===== src/hdl/nrbm_pkg.sv =====
package nrbm_pkg;

  // defaults for the top-level parameters
  localparam int MAX_WIDTH_DEF = 2048;
  localparam int TAPS_DEF      = 9;

  // fixed frame limits and field widths
  localparam int HEIGHT_MAX  = 2048;
  localparam int ROW_BITS    = 12;
  localparam int CFG_BITS    = 12;
  localparam int INDEX_BITS  = 2;
  localparam int SUM_BITS    = 32;
  localparam int SCORE_BITS  = 17;

  localparam int WIDTH_RESET  = 640;
  localparam int HEIGHT_RESET = 480;

  // register indexes
  localparam logic [INDEX_BITS-1:0] REG_FRAME_WIDTH  = 2'd0;
  localparam logic [INDEX_BITS-1:0] REG_FRAME_HEIGHT = 2'd1;

  typedef enum logic [3:0] {
    ST_IDLE,
    ST_HSUM,
    ST_HDIV,
    ST_HACC,
    ST_VRD,
    ST_VDIV,
    ST_VACC,
    ST_ADV,
    ST_RATIO_H,
    ST_RATIO_V,
    ST_RESULT
  } state_t;

  typedef struct packed {
    logic                start;
    logic [SUM_BITS-1:0] sf;
    logic [SUM_BITS-1:0] sv;
  } div_req_t;

  typedef struct packed {
    logic                  done;
    logic [SCORE_BITS-1:0] quotient;
  } div_rsp_t;

endpackage


===== src/hdl/nrbm_ratio.sv =====
module nrbm_ratio (
  input  logic               clk,
  input  logic               rst,
  input  nrbm_pkg::div_req_t req,
  output nrbm_pkg::div_rsp_t rsp
);
  import nrbm_pkg::*;

  localparam int QB = SCORE_BITS;
  localparam int CW = $clog2(QB + 1);

  logic                  busy;
  logic                  done;
  logic [SUM_BITS:0]     rem;
  logic [SUM_BITS-1:0]   den;
  logic [QB-1:0]         q;
  logic [CW-1:0]         cnt;
  logic [SUM_BITS:0]     trial;
  logic                  ge;

  // first quotient bit weighs 1.0, so no shift on that step
  always_comb begin
    trial = (cnt == CW'(QB)) ? rem : {rem[SUM_BITS-1:0], 1'b0};
    ge    = trial >= {1'b0, den};
  end

  always_ff @(posedge clk) begin
    if (rst) begin
      busy <= 1'b0;
      done <= 1'b0;
    end else begin
      done <= 1'b0;
      if (!busy && req.start) begin
        if (req.sf == '0) begin
          q    <= '0;
          done <= 1'b1;
        end else begin
          busy <= 1'b1;
          den  <= req.sf;
          rem  <= (req.sv > req.sf) ? '0 : {1'b0, req.sf - req.sv};
          cnt  <= CW'(QB);
        end
      end else if (busy) begin
        rem <= ge ? trial - {1'b0, den} : trial;
        q   <= {q[QB-2:0], ge};
        cnt <= cnt - CW'(1);
        if (cnt == CW'(1)) begin
          busy <= 1'b0;
          done <= 1'b1;
        end
      end
    end
  end

  assign rsp.done     = done;
  assign rsp.quotient = q;

endmodule


===== config.mk =====
export PLATFORM = sky130hd
export DESIGN_NAME = nrbm_ratio
export DESIGN_NICKNAME = d
export VERILOG_FILES = /design/src/hdl/nrbm_pkg.sv /design/src/hdl/nrbm_ratio.sv
export SDC_FILE = /design/constraint.sdc
export NUM_CORES = 1
export LEC_CHECK = 0
export ABC_CLOCK_PERIOD_IN_PS = 5600
export BUFFER_PORTS_ARGS = -buffer_cell sky130_fd_sc_hd__buf_4
export CORE_MARGIN = 8
export CORE_UTILIZATION = 40
export CTS_CLUSTER_SIZE = 24
export DETAILED_ROUTE_END_ITERATION = 16
export HOLD_SLACK_MARGIN = 0.05
export SYNTH_ARGS = -nofsm -noshare
export SYNTH_HDL_FRONTEND = slang
export SYNTH_SLANG_ARGS = --single-unit

===== constraint.sdc =====
create_clock -name clk -period 5.6 [get_ports clk]
set_input_delay 0.84 -clock clk [delete_from_list [all_inputs] [get_ports clk]]
set_output_delay 0.84 -clock clk [all_outputs]
set_load 0.1 [all_outputs]

==> results_tabular.tex, run 1 <==
\begin{tabular}{lr}
\hline
Metric & Value \\
\hline
\multicolumn{2}{l}{\textbf{Status}} \\
\quad Status & completed \\
\multicolumn{2}{l}{\textbf{Critical path}} \\
\quad Kind of critical path & reg2reg \\
\quad Critical path capture point & rem[29] \\
\quad Worst reg2reg setup slack & 1.11 ns \\
\quad Setup crit start kind & flop \\
\quad Largest stage delay on the critical path & 0.43 ns \\
\quad Launch point of the critical path & cnt[2] \\
\quad Worst reg2reg startpoint & cnt[2] \\
\quad Data required time at the worst endpoint & 5.66 ns \\
\quad Endpoint of the worst-slack reg-to-reg timing path & rem[29] \\
\quad CP Depth & 15 \\
\quad Top fanout value on the critical path & 33 \\
\quad Data arrival time of the critical path & 4.56 ns \\
\quad Critical-path cell with the highest stage delay & a21oi\_4 \\
\quad Category of the worst setup path capture point & flop \\
\quad Count of buffer and inverter cells on the critical path & 2 \\
\quad Worst path top cell family by delay & simple AND/OR/NAND/NOR gates \\
\quad Cell breakdown of the critical path & nor2\_1 > and3\_1 > buf\_12 > mux2\_2 > ha\_1 > and3\_1 > nand2\_1 > or3\_1 > nor2\_1 > o21ai\_1 > and3b\_1 > a21oi\_4 > buf\_4 > mux2i\_1 > o32ai\_1 \\
\quad Cell count of the worst reg-to-reg path & 15 \\
\multicolumn{2}{l}{\textbf{Global route}} \\
\quad Remaining global-route overflow & 0 \\
\quad Via count of the first global-routing pass & 6147 \\
\quad Global-route wire length before repair & around 32000 um \\
\quad Initial antenna violation count & 0 \\
\quad Largest net degree at the start of global routing & 40 \\
\quad All-layer global routing usage & 0.165 \\
\multicolumn{2}{l}{\textbf{STA}} \\
\quad Relative slew slack & 0.220 \\
\quad \# setup viols final & 0 \\
\quad Setup TNS after final layout & 0 ns \\
\quad Final Critical Period & 4.49 ns \\
\quad Post-route clock skew & 0.00874 ns \\
\quad Final hold viol count & 0 \\
\quad Unrepaired setup endpoints after global routing & no \\
\quad Worst-margin pin slew & $\sim$1.2 ns \\
\quad Maximum operating frequency & roughly 0.22 GHz \\
\quad Final period utilization & 0.802 \\
\quad Final max-slew violation count & 0 \\
\multicolumn{2}{l}{\textbf{Job}} \\
\quad Max-capacitance violation count & 0 \\
\multicolumn{2}{l}{\textbf{Synth}} \\
\quad Primary FF master, synth & edfxtp\_1 \\
\quad Syn Nets & between 900 and 1000 \\
\quad Synthesized flop and latch total & between 80 and 90 \\
\quad Asr flop ratio synth & 0 \\
\quad Number of warning messages in the yosys log & 0 \\
\quad Gate Count Post-Synth & 795 \\
\quad Share of synthesized cell area in and, or, nand and nor gates & 0.126 \\
\quad Post-synth cell types & 69 \\
\quad Count of flip-flops with a built-in enable after synthesis & 87 \\
\quad Largest family of logic cells by synthesized area & compound AO/OA/AOI/OAI gates \\
\quad Netlist Area Pre-Place & around 7600 um2 \\
\quad Xor-xnor portion of the synthesized cell area & 0.0562 \\
\quad Area fraction in compound gates after synthesis & 0.216 \\
\quad Adder and majority gate portion of the synthesized area & 0.113 \\
\quad Portion of netlist area occupied by mux cells & 0.0812 \\
\quad Fraction of the yosys area taken by sequential cells & 0.348 \\
\quad Syn avg cell area & approximately 9.6 um2 \\
\multicolumn{2}{l}{\textbf{Power and ir drop}} \\
\quad Clock share of power & 0.223 \\
\quad Internal power of the cells & about 1.6 mW \\
\quad NetSw & slightly below 0.9 mW \\
\quad Net switching share of the total power & 0.361 \\
\quad Pleak & about 3.8 nW \\
\quad Share of total power in sequential cells & 0.344 \\
\quad Maximum resistive drop on vdd & $\sim$0.00016 V \\
\quad Total power consumption of the routed design & approximately 2.5 mW \\
\quad Power Dens Cells & around 280 nW/um2 \\
\quad Combinational cell fraction of total power & 0.433 \\
\multicolumn{2}{l}{\textbf{Floorplanning}} \\
\quad DIE AREA & between 20000 and 25000 um2 \\
\quad Die height & around 150 um \\
\quad Number of ports placed on the die boundary & 85 \\
\quad Die X-Extent & approximately 150 um \\
\quad Starting utilization of the core area & 0.408 \\
\quad Placeable core region & 18700 um2 \\
\quad Site Rows & 50 \\
\multicolumn{2}{l}{\textbf{Clock tree}} \\
\quad Clock latency reported for the late side of the worst-skew pair & roughly 0.35 ns \\
\quad Htree depth & 3 \\
\quad Clock slew at reported path FFs & 0.06 ns \\
\quad Clock tree root buffer cell & clkbuf\_16 \\
\quad Number of setup buffers added after CTS & 0 \\
\quad CTS tree & done \\
\quad Total clock buffers created by CTS & 9 \\
\quad Number of buffers on the longest clock path & 2 \\
\quad Clock sink count & just under 90 \\
\quad Quantity of gates resized following cts & 0 \\
\quad Count of hold buffers inserted by post-cts repair & 0 \\
\multicolumn{2}{l}{\textbf{Route}} \\
\quad Post-route antenna net violation count & 0 \\
\quad Routed wirelength normalized by instance count & roughly 17 um \\
\quad DR pass1 iterations & 5 \\
\quad Vias/cell & approximately 5.5 \\
\quad Detailed-route DRC error count & 0 \\
\quad Total number of vias & just over 6000 \\
\quad Wire length reported by the detailed router & $\sim$19000 um \\
\quad First-iteration detailed-routing DRC count & $\sim$360 \\
\multicolumn{2}{l}{\textbf{Hold path}} \\
\quad HP Class & reg2reg \\
\quad Min-delay src & q[12] \\
\multicolumn{2}{l}{\textbf{Place}} \\
\quad Routability congestion estimate from global placement & $\sim$0.85 \\
\quad Total of buffers placed on input and output ports & 84 \\
\quad Post-DP HPWL & roughly 15000 um \\
\multicolumn{2}{l}{\textbf{Cells and area}} \\
\quad Share of cells above drive strength 1 & 0.179 \\
\quad Layout Nets & 1000 \\
\quad Growth of design area from synthesis to finish & 14.6\% \\
\quad Antenna diodes & 0 \\
\quad Highest-count cells in the layout ignoring fill and taps & 90 x buf\_4, 87 x edfxtp\_1, 79 x inv\_1, 66 x ha\_1, 58 x a21oi\_1 \\
\quad Commonest non-fill, non-tap cell in the layout & buf\_4 \\
\hline
\end{tabular}
-- registers in the layout, summed over array words and instances (netlist names) --
register	count
q	17
rem	33
den	32
cnt	5
done	1
busy	1
-- stage by stage --
| stage | utilization | hold slack (ns) | area, um2 | cells | worst slack (ns) |
|---|---|---|---|---|---|
| after floorplan | - | 0.514 | 7630 | 795 | 1.41 |
| after global placement | 0.454 | 0.535 | 8480 | 1088 | 1.23 |
| after detailed placement | 0.454 | 0.543 | 8480 | 1088 | 1.15 |
| after CTS | 0.468 | 0.559 | 8750 | 1104 | 1.12 |
| after global routing | 0.468 | 0.582 | 8750 | 1104 | 0.792 |
| final | 0.468 | 0.556 | 8750 | 1104 | 1.11 |
-- power by group through the flow --
stage | logic [mW] | registers [mW] | clock network (mW)
2_1_floorplan | 0.798 | 0.892 | 0
3_3_place_gp | 1.05 | 0.865 | 0
3_5_place_dp | 1.06 | 0.865 | 0
4_1_cts | 1.07 | 0.851 | 0.568
5_1_grt | 1.18 | 0.858 | 0.590
6_report | 1.07 | 0.851 | 0.552
-- worst min-delay path by stage --
stage | cells after the start | end | slack [ns]
2_1_floorplan | 2 | done | 0.51
3_3_place_gp | 1 | q[2] | 0.54
3_5_place_dp | 1 | q[2] | 0.54
4_1_cts | 1 | q[2] | 0.56
5_1_grt | 1 | q[4] | 0.58
6_report | 1 | q[13] | 0.56
-- synthesized netlist by cell type (all sizes together) (13+ instances only) --
library cell | number | area (um2)
edfxtp | 87 | 2610
inv | 79 | 297
ha | 66 | 826
a21oi | 59 | 299
nor2 | 51 | 191
o21ai | 35 | 183
a21o | 34 | 255
mux2 | 31 | 349
nand2 | 31 | 116
mux2i | 27 | 270
xnor2 | 26 | 228
xor2 | 23 | 201
clkbuf | 21 | 81.3
and2 | 19 | 119
o22ai | 19 | 119
nand3 | 17 | 85.1
a31oi | 15 | 100
o21a | 13 | 97.6
-- final cells by class --
class	count	area [um2]
fill	1774	9960
multi-input combinational	595	4550
sequential	89	2650
timing repair buffer	91	696
inverter	79	297
tap	234	293
clock buffer	10	229
clock inverter	6	35.0
-- cells by family after synthesis --
| logic type | after synthesis |
|---|---|
| AO/OA/AOI/OAI | 230 |
| AND/OR/NAND/NOR | 190 |
| buffers and inverters | 111 |
| flip-flops | 89 |
| adder cells (fa/ha/maj) | 68 |
| multiplexers | 58 |
| XOR/XNOR | 49 |
-- layer usage --
| metal | track usage | share of wire | vias to the layer above |
|---|---|---|---|
| li1 | - | - | 3091 |
| met1 | 0.227 | 0.49 | 2847 |
| met2 | 0.260 | 0.45 | 139 |
| met3 | 0.0258 | 0.048 | 23 |
| met4 | 0.0555 | 0.016 | 0 |
| met5 | 0 | 0 | - |
Note: power is estimated with default switching activity, not from simulation.
==> run 2: changes to the inputs <==
Settings changed: ABC_CLOCK_PERIOD_IN_PS 5600 to 3650.
Clock period 5.6 ns to 3.65 ns, I/O delays scaled along.
==> run 2 against run 1 <==
Compared with the run above:
- the run now ends with setup timing left
- sequential share of layout area decreased by 5.1 points
- global-route usage increased by 2.1 points
- hold slack got worse by 0.17 ns
- via count increased by 11%
- sequential power increased by 54%
- critical path depth increased by 2
- register-to-register slack got worse by 1.4 ns
- total power increased by 85%
- final cell count increased by 12%
- first-iteration DRC count increased by 35%
- core utilization increased by 9.4 points
- count of clock-buffer cells in the layout decreased by 1
==> results_tabular.tex, run 2 (synthesis results as in run 1) <==
\begin{tabular}{lr}
\hline
Metric & Value \\
\hline
\multicolumn{2}{l}{\textbf{Global route}} \\
\quad Largest net degree at the start of global routing & 40 (unchanged) \\
\quad Via count of the first global-routing pass & 6734 (+9.5\%) \\
\quad Remaining global-route overflow & 0 (unchanged) \\
\quad Global-route wire length before repair & 35400 um (+12\%) \\
\quad All-layer global routing usage & 0.187 (+0.0214) \\
\quad Initial antenna violation count & 0 (unchanged) \\
\multicolumn{2}{l}{\textbf{Clock tree}} \\
\quad Clock sink count & 89 (unchanged) \\
\quad Total clock buffers created by CTS & 9 (unchanged) \\
\quad Clock tree root buffer cell & clkbuf\_16 \\
\quad Number of buffers on the longest clock path & 2 (unchanged) \\
\quad Clock latency reported for the late side of the worst-skew pair & 0.36 ns (about the same) \\
\quad Htree depth & 3 (unchanged) \\
\quad Clock slew at reported path FFs & 0.08 ns (+0.02 ns) \\
\quad CTS tree & done \\
\multicolumn{2}{l}{\textbf{Critical path}} \\
\quad Top fanout value on the critical path & 6 (-82\%) \\
\quad CP Depth & 17 (+2) \\
\quad Kind of critical path & reg2reg \\
\quad Data arrival time of the critical path & 4.01 ns (-0.55 ns) \\
\quad Most frequent cell on the critical path & buf\_12 \\
\quad Category of the worst setup path capture point & flop \\
\quad Count of buffer and inverter cells on the critical path & 5 (+3) \\
\quad Setup crit start kind & flop \\
\quad Worst path top cell family by delay & simple AND/OR/NAND/NOR gates \\
\quad Critical-path cell with the highest stage delay & or3\_4 \\
\quad Data required time at the worst endpoint & 3.76 ns (-1.90 ns) \\
\quad Cell count of the worst reg-to-reg path & 17 (+2) \\
\quad Largest stage delay on the critical path & 0.46 ns (+0.03 ns) \\
\quad Cell breakdown of the critical path & inv\_2 > ha\_4 > and3\_4 > buf\_12 > buf\_12 > mux2\_2 > ha\_4 > nand4\_1 > or3\_4 > nor2\_4 > o21ai\_1 > and3b\_2 > a21oi\_4 > buf\_6 > buf\_12 > mux2i\_2 > o32ai\_2 \\
\multicolumn{2}{l}{\textbf{STA}} \\
\quad Final period utilization & 1.07 (+0.268) \\
\quad Final hold viol count & 0 (unchanged) \\
\quad Final Critical Period & 3.91 ns (-0.585 ns) \\
\quad Unrepaired setup endpoints after global routing & yes \\
\quad Relative slew slack & 0.389 (+0.169) \\
\quad Worst setup margin & -0.258 ns (-1.36 ns) \\
\quad Maximum operating frequency & 0.256 GHz (+15\%) \\
\quad \# setup viols final & 33 (+33) \\
\quad Post-route clock skew & 0.0106 ns (+0.00189 ns) \\
\quad Setup TNS after final layout & -5.46 ns (-5.46 ns) \\
\quad Final max-slew violation count & 0 (unchanged) \\
\quad Worst-margin pin slew & 0.917 ns (-0.251 ns) \\
\multicolumn{2}{l}{\textbf{Cells and area}} \\
\quad Largest registers & rem: 33 flops, den: 32 flops, q: 17 flops \\
\quad Antenna diodes & 0 (unchanged) \\
\quad Biggest register & rem \\
\quad Layout Nets & 1133 (+13\%) \\
\quad Core Util, Final & 0.561 (+0.0938) \\
\quad Highest-count cells in the layout ignoring fill and taps & 208 x buf\_4, 87 x edfxtp\_1, 77 x inv\_1, 55 x a21oi\_1, 45 x nor2\_1 \\
\quad Share of cells above drive strength 1 & 0.365 (+0.186) \\
\quad Fill cells & 1607 (-9.4\%) \\
\quad Commonest non-fill, non-tap cell in the layout & buf\_4 \\
\quad Number of cells in the finished layout apart from fillers & 1237 (+12\%) \\
\quad Growth of design area from synthesis to finish & 37.6\% \\
\quad Flip-flop count of the largest register after layout & 33 (unchanged) \\
\multicolumn{2}{l}{\textbf{Floorplanning}} \\
\quad Die height & 154 um (unchanged) \\
\quad Starting utilization of the core area & 0.408 (unchanged) \\
\quad Number of ports placed on the die boundary & 85 (unchanged) \\
\quad DIE AREA & 23700 um2 (unchanged) \\
\quad Die X-Extent & 154 um (unchanged) \\
\quad Site Rows & 50 (unchanged) \\
\quad Placeable core region & 18700 um2 (unchanged) \\
\multicolumn{2}{l}{\textbf{Power and ir drop}} \\
\quad Maximum resistive drop on vdd & 0.000262 V (+61\%) \\
\quad Power Dens Cells & 435 nW/um2 (+54\%) \\
\quad Pleak & 4.54 nW (+20\%) \\
\multicolumn{2}{l}{\textbf{Place}} \\
\quad Setup slack at placement & -0.282 ns (-1.43 ns) \\
\quad Routability congestion estimate from global placement & 0.895 (+4.8\%) \\
\quad Number of cells after detailed placement & 1189 (+9.3\%) \\
\quad Post-DP HPWL & 16400 um (+9.4\%) \\
\quad Total of buffers placed on input and output ports & 84 (unchanged) \\
\multicolumn{2}{l}{\textbf{Route}} \\
\quad First-iteration detailed-routing DRC count & 482 (+35\%) \\
\quad Detailed-route DRC error count & 0 (unchanged) \\
\quad Post-route antenna net violation count & 0 (unchanged) \\
\quad Total number of vias & 6761 (+11\%) \\
\quad Routed wirelength normalized by instance count & 18.1 um (+3.6\%) \\
\quad Vias/cell & 5.47 (-1.1\%) \\
\quad DR pass1 iterations & 4 (-1) \\
\quad Wire length reported by the detailed router & 22300 um (+16\%) \\
\multicolumn{2}{l}{\textbf{Status}} \\
\quad Status & finished, violations left \\
\quad Failing checks & setup timing \\
\multicolumn{2}{l}{\textbf{Hold path}} \\
\quad Hold-critical path depth & 1 (unchanged) \\
\quad HP Class & in2reg \\
\multicolumn{2}{l}{\textbf{Job}} \\
\quad Max-capacitance violation count & 0 (unchanged) \\
\hline
\end{tabular}
run 2: timing repair:
item	4_1_cts	5_1_grt
endpoints found under the setup margin	34	34
pin swaps	27	35
gates cloned	5	0
buffers inserted	15	15
gates resized for setup	70	39
hold buffers	0	0
run 2: stage by stage:
stage | cell area (um2) | hold WS (ns) | total power [mW]
4_1_cts | 10200 | 0.377 | 4.46
6_report | 10500 | 0.384 | 4.56
3_3_place_gp | 9320 | 0.533 | 3.26
2_1_floorplan | 7770 | 0.514 | 2.64
5_1_grt | 10500 | 0.373 | 4.82
3_5_place_dp | 9320 | 0.538 | 3.27
run 2: power breakdown:
part | internal (mW) | total, mW | switching [mW]
logic | 1.18 | 2.33 | 1.16
clock network | 0.474 | 0.921 | 0.447
registers | 1.26 | 1.31 | 0.0475
total | 2.91 | 4.56 | 1.65
run 2: per-layer routing:
layer	global-route usage	vias to the layer above	wire length [um]
li1	-	3350	-
met1	0.247	3217	10300
met2	0.301	166	10500
met3	0.0294	28	1000
met4	0.0705	0	479
met5	0	-	0
run 2: final cells by class:
cell class	instances	area (um2)	area share
multi-input combinational	595	5120	0.488
sequential	89	2650	0.253
timing repair buffer	224	1840	0.176
inverter	79	297	0.0282
tap	234	293	0.0279
clock buffer	9	225	0.0214
clock inverter	7	66.3	0.00631
run 2: path summary, 6_finish.rpt:
check	startpoint	end	slack (ns)
setup / recovery	cnt[1]	rem[29]	-0.26
hold / removal	req[55]	den[23]	0.38
setup reg to reg	cnt[1]	rem[29]	-0.26
hold reg to reg	q[15]	q[16]	0.55
==> run 3: changes to the inputs <==
Settings changed: ABC_CLOCK_PERIOD_IN_PS 3650 to 4100.
Clock period 3.65 ns to 4.1 ns, I/O delays scaled along.
==> run 3 against run 2 <==
Compared with the run above:
- the run now ends clean
- total power fell by 22%
- final cell count down 8.0%
- critical path depth shrank 2
- sequential power down 11%
- first-iteration DRC count decreased by 19%
- combinational power fell by 33%
- wire length down 11%
- sequential share of layout area is 3.8 points higher
- hold slack gained 0.076 ns
- critical path type unchanged
- critical endpoint is now rem[32]
- largest cell class unchanged
==> results_tabular.tex, run 3 (synthesis results as in run 1) <==
\begin{tabular}{lr}
\hline
Metric & Value \\
\hline
\multicolumn{2}{l}{\textbf{Cells and area}} \\
\quad Number of cells in the finished layout apart from fillers & 1138 (-8.0\%) \\
\quad Share of cells above drive strength 1 & 0.225 (-0.140) \\
\quad Growth of design area from synthesis to finish & 19.7\% \\
\quad Core Util, Final & 0.488 (-0.0732) \\
\quad Biggest register & rem \\
\quad Commonest non-fill, non-tap cell in the layout & buf\_4 \\
\quad Highest-count cells in the layout ignoring fill and taps & 121 x buf\_4, 87 x edfxtp\_1, 79 x inv\_1, 64 x ha\_1, 58 x a21oi\_1 \\
\quad Antenna diodes & 0 (unchanged) \\
\quad Largest registers & rem: 33 flops, den: 32 flops, q: 17 flops \\
\quad Layout Nets & 1034 (-8.7\%) \\
\quad Flip-flop count of the largest register after layout & 33 (unchanged) \\
\quad Fin area & 9130 um2 (-13\%) \\
\multicolumn{2}{l}{\textbf{Critical path}} \\
\quad Cell breakdown of the critical path & inv\_1 > ha\_1 > and3\_4 > buf\_12 > mux2\_2 > ha\_1 > a21o\_1 > o2bb2ai\_1 > o41ai\_2 > a31oi\_1 > a211o\_1 > a31o\_2 > a311oi\_2 > nand4\_1 > o31ai\_1 \\
\quad Endpoint of the worst-slack reg-to-reg timing path & rem[32] \\
\quad Cell count of the worst reg-to-reg path & 15 (-2) \\
\quad Data arrival time of the critical path & 4.13 ns (+0.12 ns) \\
\quad Worst reg2reg setup slack & 0.14 ns (+0.40 ns) \\
\quad Worst path top cell family by delay & compound AO/OA/AOI/OAI gates \\
\quad Most frequent cell on the critical path & ha\_1 \\
\quad Critical-path cell with the highest stage delay & edfxtp\_1 \\
\quad Data required time at the worst endpoint & 4.27 ns (+0.51 ns) \\
\quad Count of buffer and inverter cells on the critical path & 2 (-3) \\
\quad CP Depth & 15 (-2) \\
\quad Largest stage delay on the critical path & 0.38 ns (-0.08 ns) \\
\quad Category of the worst setup path capture point & flop \\
\quad Setup crit start kind & flop \\
\quad Kind of critical path & reg2reg \\
\quad Top fanout value on the critical path & 9 (+3) \\
\quad Worst reg2reg startpoint & cnt[1] \\
\multicolumn{2}{l}{\textbf{STA}} \\
\quad Final period utilization & 0.965 (-0.105) \\
\quad Post-route clock skew & 0.0103 ns (-0.000288 ns) \\
\quad Final max-slew violation count & 0 (unchanged) \\
\quad Worst-margin pin slew & 0.784 ns (-0.133 ns) \\
\quad Final hold viol count & 0 (unchanged) \\
\quad Final Critical Period & 3.96 ns (+0.0496 ns) \\
\quad Unrepaired setup endpoints after global routing & yes \\
\quad Relative slew slack & 0.477 (+0.0886) \\
\quad \# setup viols final & 0 (-100\%) \\
\quad Maximum operating frequency & 0.253 GHz (-1.3\%) \\
\quad Worst setup margin & 0.143 ns (+0.400 ns) \\
\multicolumn{2}{l}{\textbf{Route}} \\
\quad Routed wirelength normalized by instance count & 17.4 um (-3.4\%) \\
\quad Vias/cell & 5.52 (+0.95\%) \\
\quad Post-route antenna net violation count & 0 (unchanged) \\
\quad Total number of vias & 6279 (-7.1\%) \\
\quad First-iteration detailed-routing DRC count & 390 (-19\%) \\
\quad Wire length reported by the detailed router & 19900 um (-11\%) \\
\quad Detailed-route DRC error count & 0 (unchanged) \\
\quad DR pass1 iterations & 5 (+1) \\
\multicolumn{2}{l}{\textbf{Global route}} \\
\quad Via count of the first global-routing pass & 6208 (-7.8\%) \\
\quad Met3 layer usage reported by global route & 0.0305 (+0.00112) \\
\quad Remaining global-route overflow & 0 (unchanged) \\
\quad GR met2 Demand/Resource & 0.259 (-0.0421) \\
\quad Global route hottest layer & met2 \\
\quad Global-route wire length before repair & 31500 um (-11\%) \\
\quad Largest net degree at the start of global routing & 40 (unchanged) \\
\quad Met1 usage & 0.220 (-0.0273) \\
\quad All-layer global routing usage & 0.163 (-0.0239) \\
\quad Initial antenna violation count & 0 (unchanged) \\
\multicolumn{2}{l}{\textbf{Clock tree}} \\
\quad Number of buffers on the longest clock path & 2 (unchanged) \\
\quad Clock latency reported for the late side of the worst-skew pair & 0.35 ns (about the same) \\
\quad Clock tree root buffer cell & clkbuf\_16 \\
\quad Total clock buffers created by CTS & 9 (unchanged) \\
\quad CTS tree & done \\
\quad Htree depth & 3 (unchanged) \\
\quad Clock slew at reported path FFs & 0.07 ns (about the same) \\
\quad Count of hold buffers inserted by post-cts repair & 0 (unchanged) \\
\quad Clock sink count & 89 (unchanged) \\
\multicolumn{2}{l}{\textbf{Place}} \\
\quad Post-DP HPWL & 15200 um (-7.4\%) \\
\quad Area after detailed placement & 8660 um2 (-7.1\%) \\
\quad Routability congestion estimate from global placement & 0.896 (about the same) \\
\quad Number of cells after detailed placement & 1110 (-6.6\%) \\
\quad Setup slack at placement & 0.0689 ns (+0.351 ns) \\
\quad Total of buffers placed on input and output ports & 84 (unchanged) \\
\multicolumn{2}{l}{\textbf{Floorplanning}} \\
\quad Number of ports placed on the die boundary & 85 (unchanged) \\
\quad Die height & 154 um (unchanged) \\
\quad Placeable core region & 18700 um2 (unchanged) \\
\quad Starting utilization of the core area & 0.408 (unchanged) \\
\quad DIE AREA & 23700 um2 (unchanged) \\
\quad Die X-Extent & 154 um (unchanged) \\
\quad Site Rows & 50 (unchanged) \\
\multicolumn{2}{l}{\textbf{Status}} \\
\quad Status & completed \\
\multicolumn{2}{l}{\textbf{Job}} \\
\quad Max-capacitance violation count & 0 (unchanged) \\
\multicolumn{2}{l}{\textbf{Hold path}} \\
\quad Min-delay src & req[39] \\
\quad Worst Hold Endpoint & den[7] \\
\quad HP Class & in2reg \\
\quad Hold-critical path depth & 1 (unchanged) \\
\multicolumn{2}{l}{\textbf{Power and ir drop}} \\
\quad Power Dens Cells & 392 nW/um2 (-9.9\%) \\
\quad Pleak & 3.98 nW (-12\%) \\
\quad Maximum resistive drop on vdd & 0.000221 V (-16\%) \\
\hline
\end{tabular}
run 3: cell types whose count changed in the layout (fill, tap and decap cells not counted), moves of 7 or more:
cell	delta
mux2i_1	+8
mux2_4	-12
buf_4	-87
ha_1	+20
mux2_2	+12
ha_4	-20
mux2i_2	-7
run 3: what timing repair did:
action                                  CTS  global route
gates resized for setup                   0            12
setup buffers                             0            10
endpoints found under the hold margin     0             0
endpoints found under the setup margin    0            33
run 3: routing by layer:
metal / share of wire / wire length, um
met5: 0 / 0
met4: 0.018 / 350
met3: 0.048 / 946
met2: 0.45 / 9000
met1: 0.48 / 9560
run 3: worst max path at each step:
stage               endpoint   start  slack, ns
detailed placement   rem[32]  cnt[1]       0.07
CTS                  rem[32]  cnt[1]       0.03
global placement     rem[32]  cnt[1]       0.17
finish               rem[32]  cnt[1]       0.14
global route         rem[32]  cnt[1]      -0.03
floorplan            rem[11]  cnt[2]       0.01
run 3: final cells by class:
type | instances | area [um2]
fillers | 1781 | 9570
multi-input cells | 595 | 4600
flip-flops and latches | 89 | 2650
repair buffers | 125 | 998
inverters | 79 | 297
well taps | 234 | 293
clock buffers | 9 | 225
clock inverters | 7 | 68.8
run 3: power by group:
group          internal, mW  switching (mW)
combinational         0.709           0.864
sequential             1.12          0.0388
clock                 0.471           0.367
total                  2.31            1.27
run 3: through the flow:
stage	TNS (ns)	hold slack, ns	total power, mW
3_3_place_gp	0	0.534	2.70
2_1_floorplan	0	0.514	2.31
3_5_place_dp	0	0.539	2.71
6_report	0	0.460	3.58
5_1_grt	-0.0990	0.452	3.79
4_1_cts	0	0.456	3.55
